**config.mk**
```make
export PLATFORM = sky130hd
export DESIGN_NAME = calendar_date_adder
export DESIGN_NICKNAME = d
export VERILOG_FILES = /design/src/design/cda_pkg.sv /design/src/design/cda_useq.sv /design/src/design/cda_dpath.sv /design/src/design/calendar_date_adder.sv
export VERILOG_INCLUDE_DIRS = /design/src /design/src/design
export SDC_FILE = /design/constraint.sdc
export NUM_CORES = 1
export LEC_CHECK = 0
export ABC_AREA = 1
export BUFFER_PORTS_ARGS = -buffer_cell sky130_fd_sc_hd__buf_4
export CAP_MARGIN = 5
export CORE_ASPECT_RATIO = 0.75
export CORE_MARGIN = 2
export CORE_UTILIZATION = 52
export CTS_CLUSTER_DIAMETER = 200
export DETAILED_ROUTE_END_ITERATION = 6
export PLACE_DENSITY = 0.68
export SYNTH_ARGS = -nofsm -noshare
export SYNTH_HDL_FRONTEND = slang
export SYNTH_SLANG_ARGS = --single-unit
```
**constraint.sdc**
```tcl
create_clock -name clk -period 9.4 [get_ports clk]
set_input_delay 0.94 -clock clk [delete_from_list [all_inputs] [get_ports clk]]
set_output_delay 0.94 -clock clk [all_outputs]
set_load 0.01 [all_outputs]
```
**src/design/calendar_date_adder_macros.svh**
```systemverilog
// ----------------------------------------------------------------------------
// calendar_date_adder_macros
// shared assertion macros for the calendar date adder blocks
// ----------------------------------------------------------------------------
`ifndef CALENDAR_DATE_ADDER_MACROS_SVH
`define CALENDAR_DATE_ADDER_MACROS_SVH

// same-cycle implication, clocked by clk, off while rst_n is low
`define CDA_ASSERT_IMP(label, ante, cons, msg) \
    label: assert property (@(posedge clk) disable iff (!rst_n) (ante) |-> (cons)) \
        else $error(msg);

// next-cycle implication, clocked by clk, off while rst_n is low
`define CDA_ASSERT_NEXT(label, ante, cons, msg) \
    label: assert property (@(posedge clk) disable iff (!rst_n) (ante) |=> (cons)) \
        else $error(msg);

`endif

```
**src/design/cda_pkg.sv**
```systemverilog
// ----------------------------------------------------------------------------
// cda_pkg
// types, constants and calendar helpers shared by the date adder modules
// ----------------------------------------------------------------------------
`timescale 1ns / 1ps

package cda_pkg;

    // field widths
    localparam int YEAR_W  = 14;
    localparam int MONTH_W = 4;
    localparam int DAY_W   = 5;
    localparam int AMT_W   = 16;
    localparam int CNT_W   = 17;   // running day count and month total
    localparam int Q_W     = 13;   // quotient of year / 100 or total / 12
    localparam int UPC_W   = 4;

    // reciprocal constants, both scaled by 2^19
    localparam int             RECIP_SHIFT = 19;
    localparam logic [15:0]    RECIP_100   = 16'd5243;
    localparam logic [15:0]    RECIP_12    = 16'd43691;

    localparam logic [MONTH_W-1:0] MONTH_JAN = 4'd1;
    localparam logic [MONTH_W-1:0] MONTH_FEB = 4'd2;
    localparam logic [MONTH_W-1:0] MONTH_DEC = 4'd12;

    // microprogram addresses
    localparam logic [UPC_W-1:0] A_IDLE    = 4'd0;
    localparam logic [UPC_W-1:0] A_LQ1     = 4'd1;
    localparam logic [UPC_W-1:0] A_LR1     = 4'd2;
    localparam logic [UPC_W-1:0] A_PRE     = 4'd3;
    localparam logic [UPC_W-1:0] A_ADD_AMT = 4'd4;
    localparam logic [UPC_W-1:0] A_WALK    = 4'd5;
    localparam logic [UPC_W-1:0] A_LQ2     = 4'd6;
    localparam logic [UPC_W-1:0] A_LR2     = 4'd7;
    localparam logic [UPC_W-1:0] A_DONE    = 4'd8;
    localparam logic [UPC_W-1:0] A_MQ      = 4'd9;
    localparam logic [UPC_W-1:0] A_MSPLIT  = 4'd10;

    // sequencing mode of one control word
    typedef enum logic [2:0] {
        SEQ_NEXT,
        SEQ_JUMP,
        SEQ_DISPATCH,
        SEQ_LOOP,
        SEQ_WALK,
        SEQ_EMIT
    } seq_mode_t;

    // datapath operation of one control word
    typedef enum logic [3:0] {
        DP_NOP,
        DP_LOAD,
        DP_QUOT_YEAR,
        DP_LEAP,
        DP_ACC,
        DP_ADD_AMT,
        DP_WALK,
        DP_QUOT_MONTH,
        DP_SPLIT,
        DP_EMIT
    } dp_op_t;

    typedef struct packed {
        seq_mode_t         seq;
        dp_op_t            op;
        logic [UPC_W-1:0]  target;
    } ctrl_word_t;

    // condition flags from datapath to sequencer
    typedef struct packed {
        logic in_fire;
        logic op_months;
        logic m_lt;
        logic d_gt;
        logic m_is_dec;
        logic out_free;
    } dp_flags_t;

    // length of a month, month is 1..12
    function automatic logic [DAY_W-1:0] days_in(input logic leap, input logic [MONTH_W-1:0] m);
        logic [DAY_W-1:0] len;
        case (m) inside
            MONTH_FEB:                   len = leap ? 5'd29 : 5'd28;
            4'd4, 4'd6, 4'd9, 4'd11:     len = 5'd30;
            default:                     len = 5'd31;
        endcase
        return len;
    endfunction

endpackage

```
**src/design/cda_useq.sv**
```systemverilog
// ----------------------------------------------------------------------------
// cda_useq
// microprogram sequencer: step counter, control store and jump logic
// ----------------------------------------------------------------------------
`timescale 1ns / 1ps

module cda_useq
    import cda_pkg::*;
(
    input  logic       clk,
    input  logic       rst_n,
    input  dp_flags_t  flags,
    output ctrl_word_t cw
);

    logic [UPC_W-1:0] upc_reg;
    logic [UPC_W-1:0] upc_next;
    logic [UPC_W-1:0] upc_inc;

    assign upc_inc = upc_reg + 4'd1;

    // control store
    always_comb
    begin
        unique case (upc_reg)
            A_IDLE:    cw = '{seq: SEQ_DISPATCH, op: DP_LOAD,       target: A_MQ};
            A_LQ1:     cw = '{seq: SEQ_NEXT,     op: DP_QUOT_YEAR,  target: A_IDLE};
            A_LR1:     cw = '{seq: SEQ_NEXT,     op: DP_LEAP,       target: A_IDLE};
            A_PRE:     cw = '{seq: SEQ_LOOP,     op: DP_ACC,        target: A_IDLE};
            A_ADD_AMT: cw = '{seq: SEQ_NEXT,     op: DP_ADD_AMT,    target: A_IDLE};
            A_WALK:    cw = '{seq: SEQ_WALK,     op: DP_WALK,       target: A_DONE};
            A_LQ2:     cw = '{seq: SEQ_NEXT,     op: DP_QUOT_YEAR,  target: A_IDLE};
            A_LR2:     cw = '{seq: SEQ_JUMP,     op: DP_LEAP,       target: A_WALK};
            A_DONE:    cw = '{seq: SEQ_EMIT,     op: DP_EMIT,       target: A_IDLE};
            A_MQ:      cw = '{seq: SEQ_NEXT,     op: DP_QUOT_MONTH, target: A_IDLE};
            A_MSPLIT:  cw = '{seq: SEQ_JUMP,     op: DP_SPLIT,      target: A_DONE};
            default:   cw = '{seq: SEQ_JUMP,     op: DP_NOP,        target: A_IDLE};
        endcase
    end

    // next step selection
    always_comb
    begin
        unique case (cw.seq)
            SEQ_NEXT:     upc_next = upc_inc;
            SEQ_JUMP:     upc_next = cw.target;
            SEQ_DISPATCH: upc_next = flags.in_fire ? (flags.op_months ? cw.target : upc_inc)
                                                   : upc_reg;
            SEQ_LOOP:     upc_next = flags.m_lt ? upc_reg : upc_inc;
            SEQ_WALK:     upc_next = flags.d_gt ? (flags.m_is_dec ? upc_inc : upc_reg)
                                                : cw.target;
            SEQ_EMIT:     upc_next = flags.out_free ? cw.target : upc_reg;
            default:      upc_next = A_IDLE;
        endcase
    end

    // step counter
    always_ff @(posedge clk or negedge rst_n)
    begin
        if (!rst_n)
        begin
            upc_reg <= A_IDLE;
        end
        else
        begin
            upc_reg <= upc_next;
        end
    end

endmodule

```
**src/design/cda_dpath.sv**
```systemverilog
// ----------------------------------------------------------------------------
// cda_dpath
// date datapath: working registers, shared reciprocal multiplier, result register
// ----------------------------------------------------------------------------
`timescale 1ns / 1ps
`include "calendar_date_adder_macros.svh"

module cda_dpath
    import cda_pkg::*;
(
    input  logic                clk,
    input  logic                rst_n,
    input  ctrl_word_t          cw,
    output dp_flags_t           flags,
    input  logic                in_valid,
    output logic                in_stall,
    input  logic                op,
    input  logic [YEAR_W-1:0]   start_year,
    input  logic [MONTH_W-1:0]  start_month,
    input  logic [DAY_W-1:0]    start_day,
    input  logic [AMT_W-1:0]    amount,
    output logic                out_valid,
    input  logic                out_stall,
    output logic [YEAR_W-1:0]   new_year,
    output logic [MONTH_W-1:0]  new_month,
    output logic [DAY_W-1:0]    new_day
);

    // working registers
    logic                op_reg;
    logic [YEAR_W-1:0]   y_reg;
    logic [MONTH_W-1:0]  m_reg;
    logic [MONTH_W-1:0]  tgt_reg;
    logic [CNT_W-1:0]    d_reg;
    logic [AMT_W-1:0]    amt_reg;
    logic [Q_W-1:0]      q_reg;
    logic                leap_reg;

    // result register
    logic                out_valid_reg;
    logic [YEAR_W-1:0]   new_year_reg;
    logic [MONTH_W-1:0]  new_month_reg;
    logic [DAY_W-1:0]    new_day_reg;

    logic                in_fire;
    logic [MONTH_W-1:0]  month_clamped;
    logic [DAY_W-1:0]    dim;
    logic [CNT_W-1:0]    dim_ext;
    logic [CNT_W-1:0]    month_total;
    logic [CNT_W-1:0]    mul_a;
    logic [15:0]         mul_k;
    logic [32:0]         prod;
    logic [19:0]         q_hund;
    logic [YEAR_W-1:0]   rem_100;
    logic                century;
    logic [CNT_W-1:0]    q_twelve;
    logic [CNT_W-1:0]    rem_12;
    logic                out_free;

    // input handshake, one item at a time
    assign in_stall = (cw.seq != SEQ_DISPATCH);
    assign in_fire  = in_valid && !in_stall;

    // start month forced into 1..12
    always_comb
    begin
        if (start_month < MONTH_JAN)
        begin
            month_clamped = MONTH_JAN;
        end
        else if (start_month > MONTH_DEC)
        begin
            month_clamped = MONTH_DEC;
        end
        else
        begin
            month_clamped = start_month;
        end
    end

    // month length of the walk position
    assign dim     = days_in(leap_reg, m_reg);
    assign dim_ext = {{(CNT_W-DAY_W){1'b0}}, dim};

    // zero-based month plus month amount
    assign month_total = {1'b0, amt_reg} + {{(CNT_W-MONTH_W){1'b0}}, tgt_reg - 4'd1};

    // shared reciprocal multiplier for year / 100 and total / 12
    assign mul_a = (cw.op == DP_QUOT_MONTH) ? month_total
                                            : {{(CNT_W-YEAR_W){1'b0}}, y_reg};
    assign mul_k = (cw.op == DP_QUOT_MONTH) ? RECIP_12 : RECIP_100;
    assign prod  = {16'd0, mul_a} * {17'd0, mul_k};

    // century and leap test from the registered quotient
    assign q_hund  = {7'd0, q_reg} * 20'd100;
    assign rem_100 = y_reg - q_hund[YEAR_W-1:0];
    assign century = (rem_100 == '0);

    // remainder of month total by twelve
    assign q_twelve = {4'd0, q_reg} * 17'd12;
    assign rem_12   = month_total - q_twelve;

    assign out_free = !out_valid_reg || !out_stall;

    // flags to the sequencer
    assign flags.in_fire   = in_fire;
    assign flags.op_months = op;
    assign flags.m_lt      = (m_reg < tgt_reg);
    assign flags.d_gt      = (d_reg > dim_ext);
    assign flags.m_is_dec  = (m_reg == MONTH_DEC);
    assign flags.out_free  = out_free;

    // working registers
    always_ff @(posedge clk)
    begin
        case (cw.op)
            DP_LOAD:
            begin
                if (in_fire)
                begin
                    op_reg  <= op;
                    y_reg   <= start_year;
                    tgt_reg <= month_clamped;
                    m_reg   <= MONTH_JAN;
                    d_reg   <= {{(CNT_W-DAY_W){1'b0}}, start_day};
                    amt_reg <= amount;
                end
            end
            DP_QUOT_YEAR, DP_QUOT_MONTH:
            begin
                q_reg <= prod[RECIP_SHIFT +: Q_W];
            end
            DP_LEAP:
            begin
                leap_reg <= (y_reg[1:0] == 2'b00) && (!century || (q_reg[1:0] == 2'b00));
            end
            DP_ACC:
            begin
                if (flags.m_lt)
                begin
                    d_reg <= d_reg + dim_ext;
                    m_reg <= m_reg + 4'd1;
                end
            end
            DP_ADD_AMT:
            begin
                d_reg <= d_reg + {1'b0, amt_reg};
                m_reg <= MONTH_JAN;
            end
            DP_WALK:
            begin
                if (flags.d_gt)
                begin
                    d_reg <= d_reg - dim_ext;
                    if (flags.m_is_dec)
                    begin
                        m_reg <= MONTH_JAN;
                        y_reg <= y_reg + 14'd1;
                    end
                    else
                    begin
                        m_reg <= m_reg + 4'd1;
                    end
                end
            end
            DP_SPLIT:
            begin
                m_reg <= rem_12[MONTH_W-1:0] + 4'd1;
                y_reg <= y_reg + {1'b0, q_reg};
            end
            default:
            begin
            end
        endcase
    end

    // result payload
    always_ff @(posedge clk)
    begin
        if ((cw.op == DP_EMIT) && out_free)
        begin
            new_year_reg  <= y_reg;
            new_month_reg <= m_reg;
            new_day_reg   <= d_reg[DAY_W-1:0];
        end
    end

    // result valid
    always_ff @(posedge clk or negedge rst_n)
    begin
        if (!rst_n)
        begin
            out_valid_reg <= 1'b0;
        end
        else if ((cw.op == DP_EMIT) && out_free)
        begin
            out_valid_reg <= 1'b1;
        end
        else if (!out_stall)
        begin
            out_valid_reg <= 1'b0;
        end
    end

    assign out_valid = out_valid_reg;
    assign new_year  = new_year_reg;
    assign new_month = new_month_reg;
    assign new_day   = new_day_reg;

    // checks
    `CDA_ASSERT_NEXT(a_one_item_in_flight, in_fire, in_stall, "item accepted while busy")
    `CDA_ASSERT_IMP(a_out_month_range, out_valid_reg,
        (new_month_reg >= MONTH_JAN) && (new_month_reg <= MONTH_DEC), "result month out of range")
    `CDA_ASSERT_IMP(a_walk_finished, (cw.op == DP_EMIT) && !op_reg,
        d_reg <= dim_ext, "day count exceeds month length at emit")

endmodule

```
**src/design/calendar_date_adder.sv**
```systemverilog
// Gregorian date adder. Takes one item (op, start_year, start_month, start_day,
// amount) and returns one item (new_year, new_month, new_day). Add-days sums
// the month lengths before the start month, adds the amount, then walks the day
// count month by month under a small microprogram, one month per cycle through
// the shared datapath, with extra steps at each year crossing to recompute the
// leap flag; add-months divides the month total by twelve and splits it into
// years and months. One item is in work at a time; a finished result sits in an
// output register, so the next item is taken while the result waits. Years wrap
// modulo 16384 and the start month is clamped into 1..12.
`timescale 1ns / 1ps

// ----------------------------------------------------------------------------
// calendar_date_adder
// top level: microprogram sequencer driving the date datapath
// ----------------------------------------------------------------------------

module calendar_date_adder
    import cda_pkg::*;
(
    input  logic                clk,
    input  logic                rst_n,
    input  logic                in_valid,
    output logic                in_stall,
    input  logic                op,
    input  logic [YEAR_W-1:0]   start_year,
    input  logic [MONTH_W-1:0]  start_month,
    input  logic [DAY_W-1:0]    start_day,
    input  logic [AMT_W-1:0]    amount,
    output logic                out_valid,
    input  logic                out_stall,
    output logic [YEAR_W-1:0]   new_year,
    output logic [MONTH_W-1:0]  new_month,
    output logic [DAY_W-1:0]    new_day
);

    ctrl_word_t cw;
    dp_flags_t  flags;

    // sequencer
    cda_useq u_useq (
        .clk   (clk),
        .rst_n (rst_n),
        .flags (flags),
        .cw    (cw)
    );

    // datapath
    cda_dpath u_dpath (
        .clk         (clk),
        .rst_n       (rst_n),
        .cw          (cw),
        .flags       (flags),
        .in_valid    (in_valid),
        .in_stall    (in_stall),
        .op          (op),
        .start_year  (start_year),
        .start_month (start_month),
        .start_day   (start_day),
        .amount      (amount),
        .out_valid   (out_valid),
        .out_stall   (out_stall),
        .new_year    (new_year),
        .new_month   (new_month),
        .new_day     (new_day)
    );

endmodule
```
==> load_flow_metrics.sql <==
INSERT INTO impl_metrics (metric_group, metric, value, unit) VALUES
('worst_setup_path', 'path_class', 'register to register', ''),
('yosys', 'netlist-cell-type-count', '53', ''),
('cells_and_area', 'final_cell_mix', '414 x inv_1, 249 x nand2_1, 227 x ha_1', ''),
('worst_setup_path', 'slowest_delay', '0.58', 'ns'),
('global_route', 'track_usage', '0.259', ''),
('global_route', 'antenna_found_initial', '0', ''),
('die', 'design.portCount', '69', ''),
('cts', 'cts.repair.resized', '0', ''),
('timing', 'worst_pin_slew', '1.11', 'ns'),
('yosys', 'synth-seq-area-share', '0.198', ''),
('yosys', 'avgSynthCellArea', '8.29', 'sq um'),
('cells_and_area', 'multi_input_combinational_cell_area', '10100', 'sq um'),
('timing', 'final_clock_skew', '0.0147', 'ns'),
('timing', 'fmax', '126', 'MHz'),
('global_route', 'pin_count_of_the_biggest_net_entering_global_routing', '23', ''),
('die', 'starting_density', '0.524', ''),
('yosys', 'synth_edf_count', '92', ''),
('routing', 'drc', '0', ''),
('cells_and_area', 'final_cells', '2197', ''),
('die', 'die_w', '198', 'microns'),
('timing', 'setup_repair_after_global_routing_missed_its_margin', 'false', ''),
('routing', 'vias_per_cell', '5.23', ''),
('global_route', 'grt_pass1_vias', '11521', ''),
('placement', 'place_inst', '2181', ''),
('routing', 'routed_wire_length_per_instance', '16.3', 'microns'),
('die', 'floorplan.die_area', '29500', 'sq um'),
('worst_setup_path', 'critical-path-top-cell-by-count', 'nand2_1', ''),
('routing', 'drt-initial-drc-count', '838', ''),
('cts', 'cts.path.max_buffers', '2', ''),
('status', 'run_status', 'completed', ''),
('yosys', 'ys.warnings.count', '0', ''),
('placement', 'post_dp_cell_area', '15500', 'sq um'),
('cts', 'cts.htree.levels', '3', ''),
('global_route', 'gr-total-overflow', '0', ''),
('cells_and_area', 'max_ffs_per_register', '17', ''),
('worst_setup_path', 'cp_buf_inv_count', '6', ''),
('cells_and_area', 'design.final.nets', '2251', ''),
('global_route', 'global_route_wire_length_before_repair', '58900', 'microns'),
('routing', 'dr_vias', '11499', ''),
('yosys', 'synth_seq_cells', '97', ''),
('placement', 'globalplace.congestion', '1.00', ''),
('cts', 'clock_root_buffer', 'clkbuf_16', ''),
('die', 'die_y', '149', 'microns'),
('timing', 'timing.final.setup_violations', '0', ''),
('timing', 'timing_max_transition_violations_final', '0', ''),
('cts', 'hold_buffers', '0', ''),
('cells_and_area', 'mostFrequentLayoutCell', 'inv_1', ''),
('routing', 'ant_nets', '0', ''),
('cells_and_area', 'n_fill_cell', '2587', ''),
('worst_setup_path', 'critical_path.endpoint_type', 'register', ''),
('worst_setup_path', 'wp_data_arrival', '8.05', 'ns'),
('cells_and_area', 'layout_cell_share_with_drive_strength_beyond_1', '0.0772', ''),
('cells_and_area', 'syn_to_final_growth', '8.43', '%'),
('timing', 'hold_ws', '0.364', 'ns'),
('cells_and_area', 'num_antenna_cells', '0', ''),
('placement', 'buffer_ports.inserted', '68', ''),
('cts', 'clk-insertion-delay-late', '0.37', 'ns'),
('yosys', 'yosys_most_used_dff', 'edfxtp_1', ''),
('timing', 'min_period_over_period', '0.842', ''),
('routing', 'routed_wl', '35900', 'microns'),
('cts', 'cts.clk_slew.worst_paths', '0.07', 'ns'),
('cells_and_area', 'regArea', '2890', 'sq um'),
('yosys', 'synth_area', '14600', 'sq um'),
('worst_setup_path', 'worst_path_dominant_cell_family', 'adder cells', ''),
('die', 'core_footprint', '27900', 'sq um'),
('cts', 'numClockSinks', '97', ''),
('worst_setup_path', 'worstPathRequired', '9.53', 'ns'),
('timing', 'time_the_final_worst_path_needs_with_i_o_delays_and_setup', '7.92', 'ns'),
('worst_setup_path', 'crit_path_max_fanout', '4', ''),
('worst_setup_path', 'worst_setup_start_kind', 'register', ''),
('job', 'max_cap_violations', '0', ''),
('worst_hold_path', 'worst_hold_path_type', 'input pin to async pin', ''),
('yosys', 'synthesized_instance_count', '1761', ''),
('cts', 'cts_made_buffers', '9', ''),
('yosys', 'postSynth.asyncResetShare', '0.0515', ''),
('timing', 'timing.slew.headroom', '0.259', ''),
('timing', 'totalNegativeSetupSlack', '0', 'ns'),
('cells_and_area', 'final_design_area_no_fill', '15800', 'sq um'),
('cts', 'cts_setup_buffers', '0', ''),
('placement', 'dp_hpwl', '31100', 'microns'),
('die', 'placement_rows', '53', ''),
('cts', 'cts_tree', 'built', ''),
('timing', 'timing.final.hold_violations', '0', ''),
('routing', 'detail_route.first_pass.iterations', '5', ''),
('worst_setup_path', 'critical_path.slowest_cell', 'fa_1', '');
-- cell usage after synthesis, types with 16 or more instances --
cell      number  area [sq um]
inv_1        414          1550
nand2_1      249           935
ha_1         227          2840
nor2_1       172           646
fa_1         145          2900
a21oi_1       93           465
edfxtp_1      92          2760
o21ai_0       81           405
nand3_1       52           260
xor2_1        37           324
xnor2_1       27           236
nor3_1        16          80.1
-- final timing paths --
kind,startpoint,slack [ns],cells past startpoint,end
setup / recovery,u_dpath.tgt_reg[0]$_SDFFCE_PP1P_,1.48,35,u_dpath.q_reg[12]$_DFFE_PP_
hold / removal,rst_n,0.36,1,u_useq.upc_reg[3]$_DFFE_PN0P_
setup reg to reg,u_dpath.tgt_reg[0]$_SDFFCE_PP1P_,1.48,35,u_dpath.q_reg[12]$_DFFE_PP_
hold reg to reg,u_dpath.d_reg[0]$_DFFE_PP_,0.50,0,u_dpath.new_day[0]$_DFFE_PP_
max in group asynchronous,rst_n,8.93,1,u_dpath.out_valid$_DFFE_PN0P_
min in group clk,u_dpath.d_reg[0]$_DFFE_PP_,0.50,0,u_dpath.new_day[0]$_DFFE_PP_
-- metal layers --
| layer | track usage | routed length, microns | vias up |
|---|---|---|---|
| li1 | - | - | 5722 |
| met2 | 0.399 | 15200 | 320 |
| met3 | 0.0364 | 2350 | 25 |
| met5 | 0 | 0 | - |
| met1 | 0.392 | 17900 | 5432 |
| met4 | 0.0504 | 471 | 0 |
-- cell families (layout without fill, tap and decap cells) --
group	count (synthesis)	count (layout)	share of synthesized area
other	2	11	0.000514
AO/OA/AOI/OAI	243	243	0.0956
flip-flops	97	97	0.198
buffers and inverters	441	511	0.116
AND/OR/NAND/NOR	541	541	0.157
adder cells (fa/ha/maj)	372	372	0.393
XOR/XNOR	65	65	0.0403
-- through the flow --
stage / util / worst slack [ns]
finish: 0.569 / 1.48
floorplan: - / 2.27
CTS: 0.569 / 1.49
detailed placement: 0.558 / 1.51
global placement: 0.558 / 1.67
global route: 0.569 / 0.659
-- cell type report --
class,instances,area share
Clock buffer,9,0.0142
Clock inverter,7,0.00379
Inverter,421,0.100
Multi-Input combinational cell,1232,0.636
Sequential cell,97,0.182
Tap cell,357,0.0282
Timing Repair Buffer,74,0.0351
Power is not shown: default switching activity piles up to over one toggle a cycle in this logic, so the estimate is an artifact.
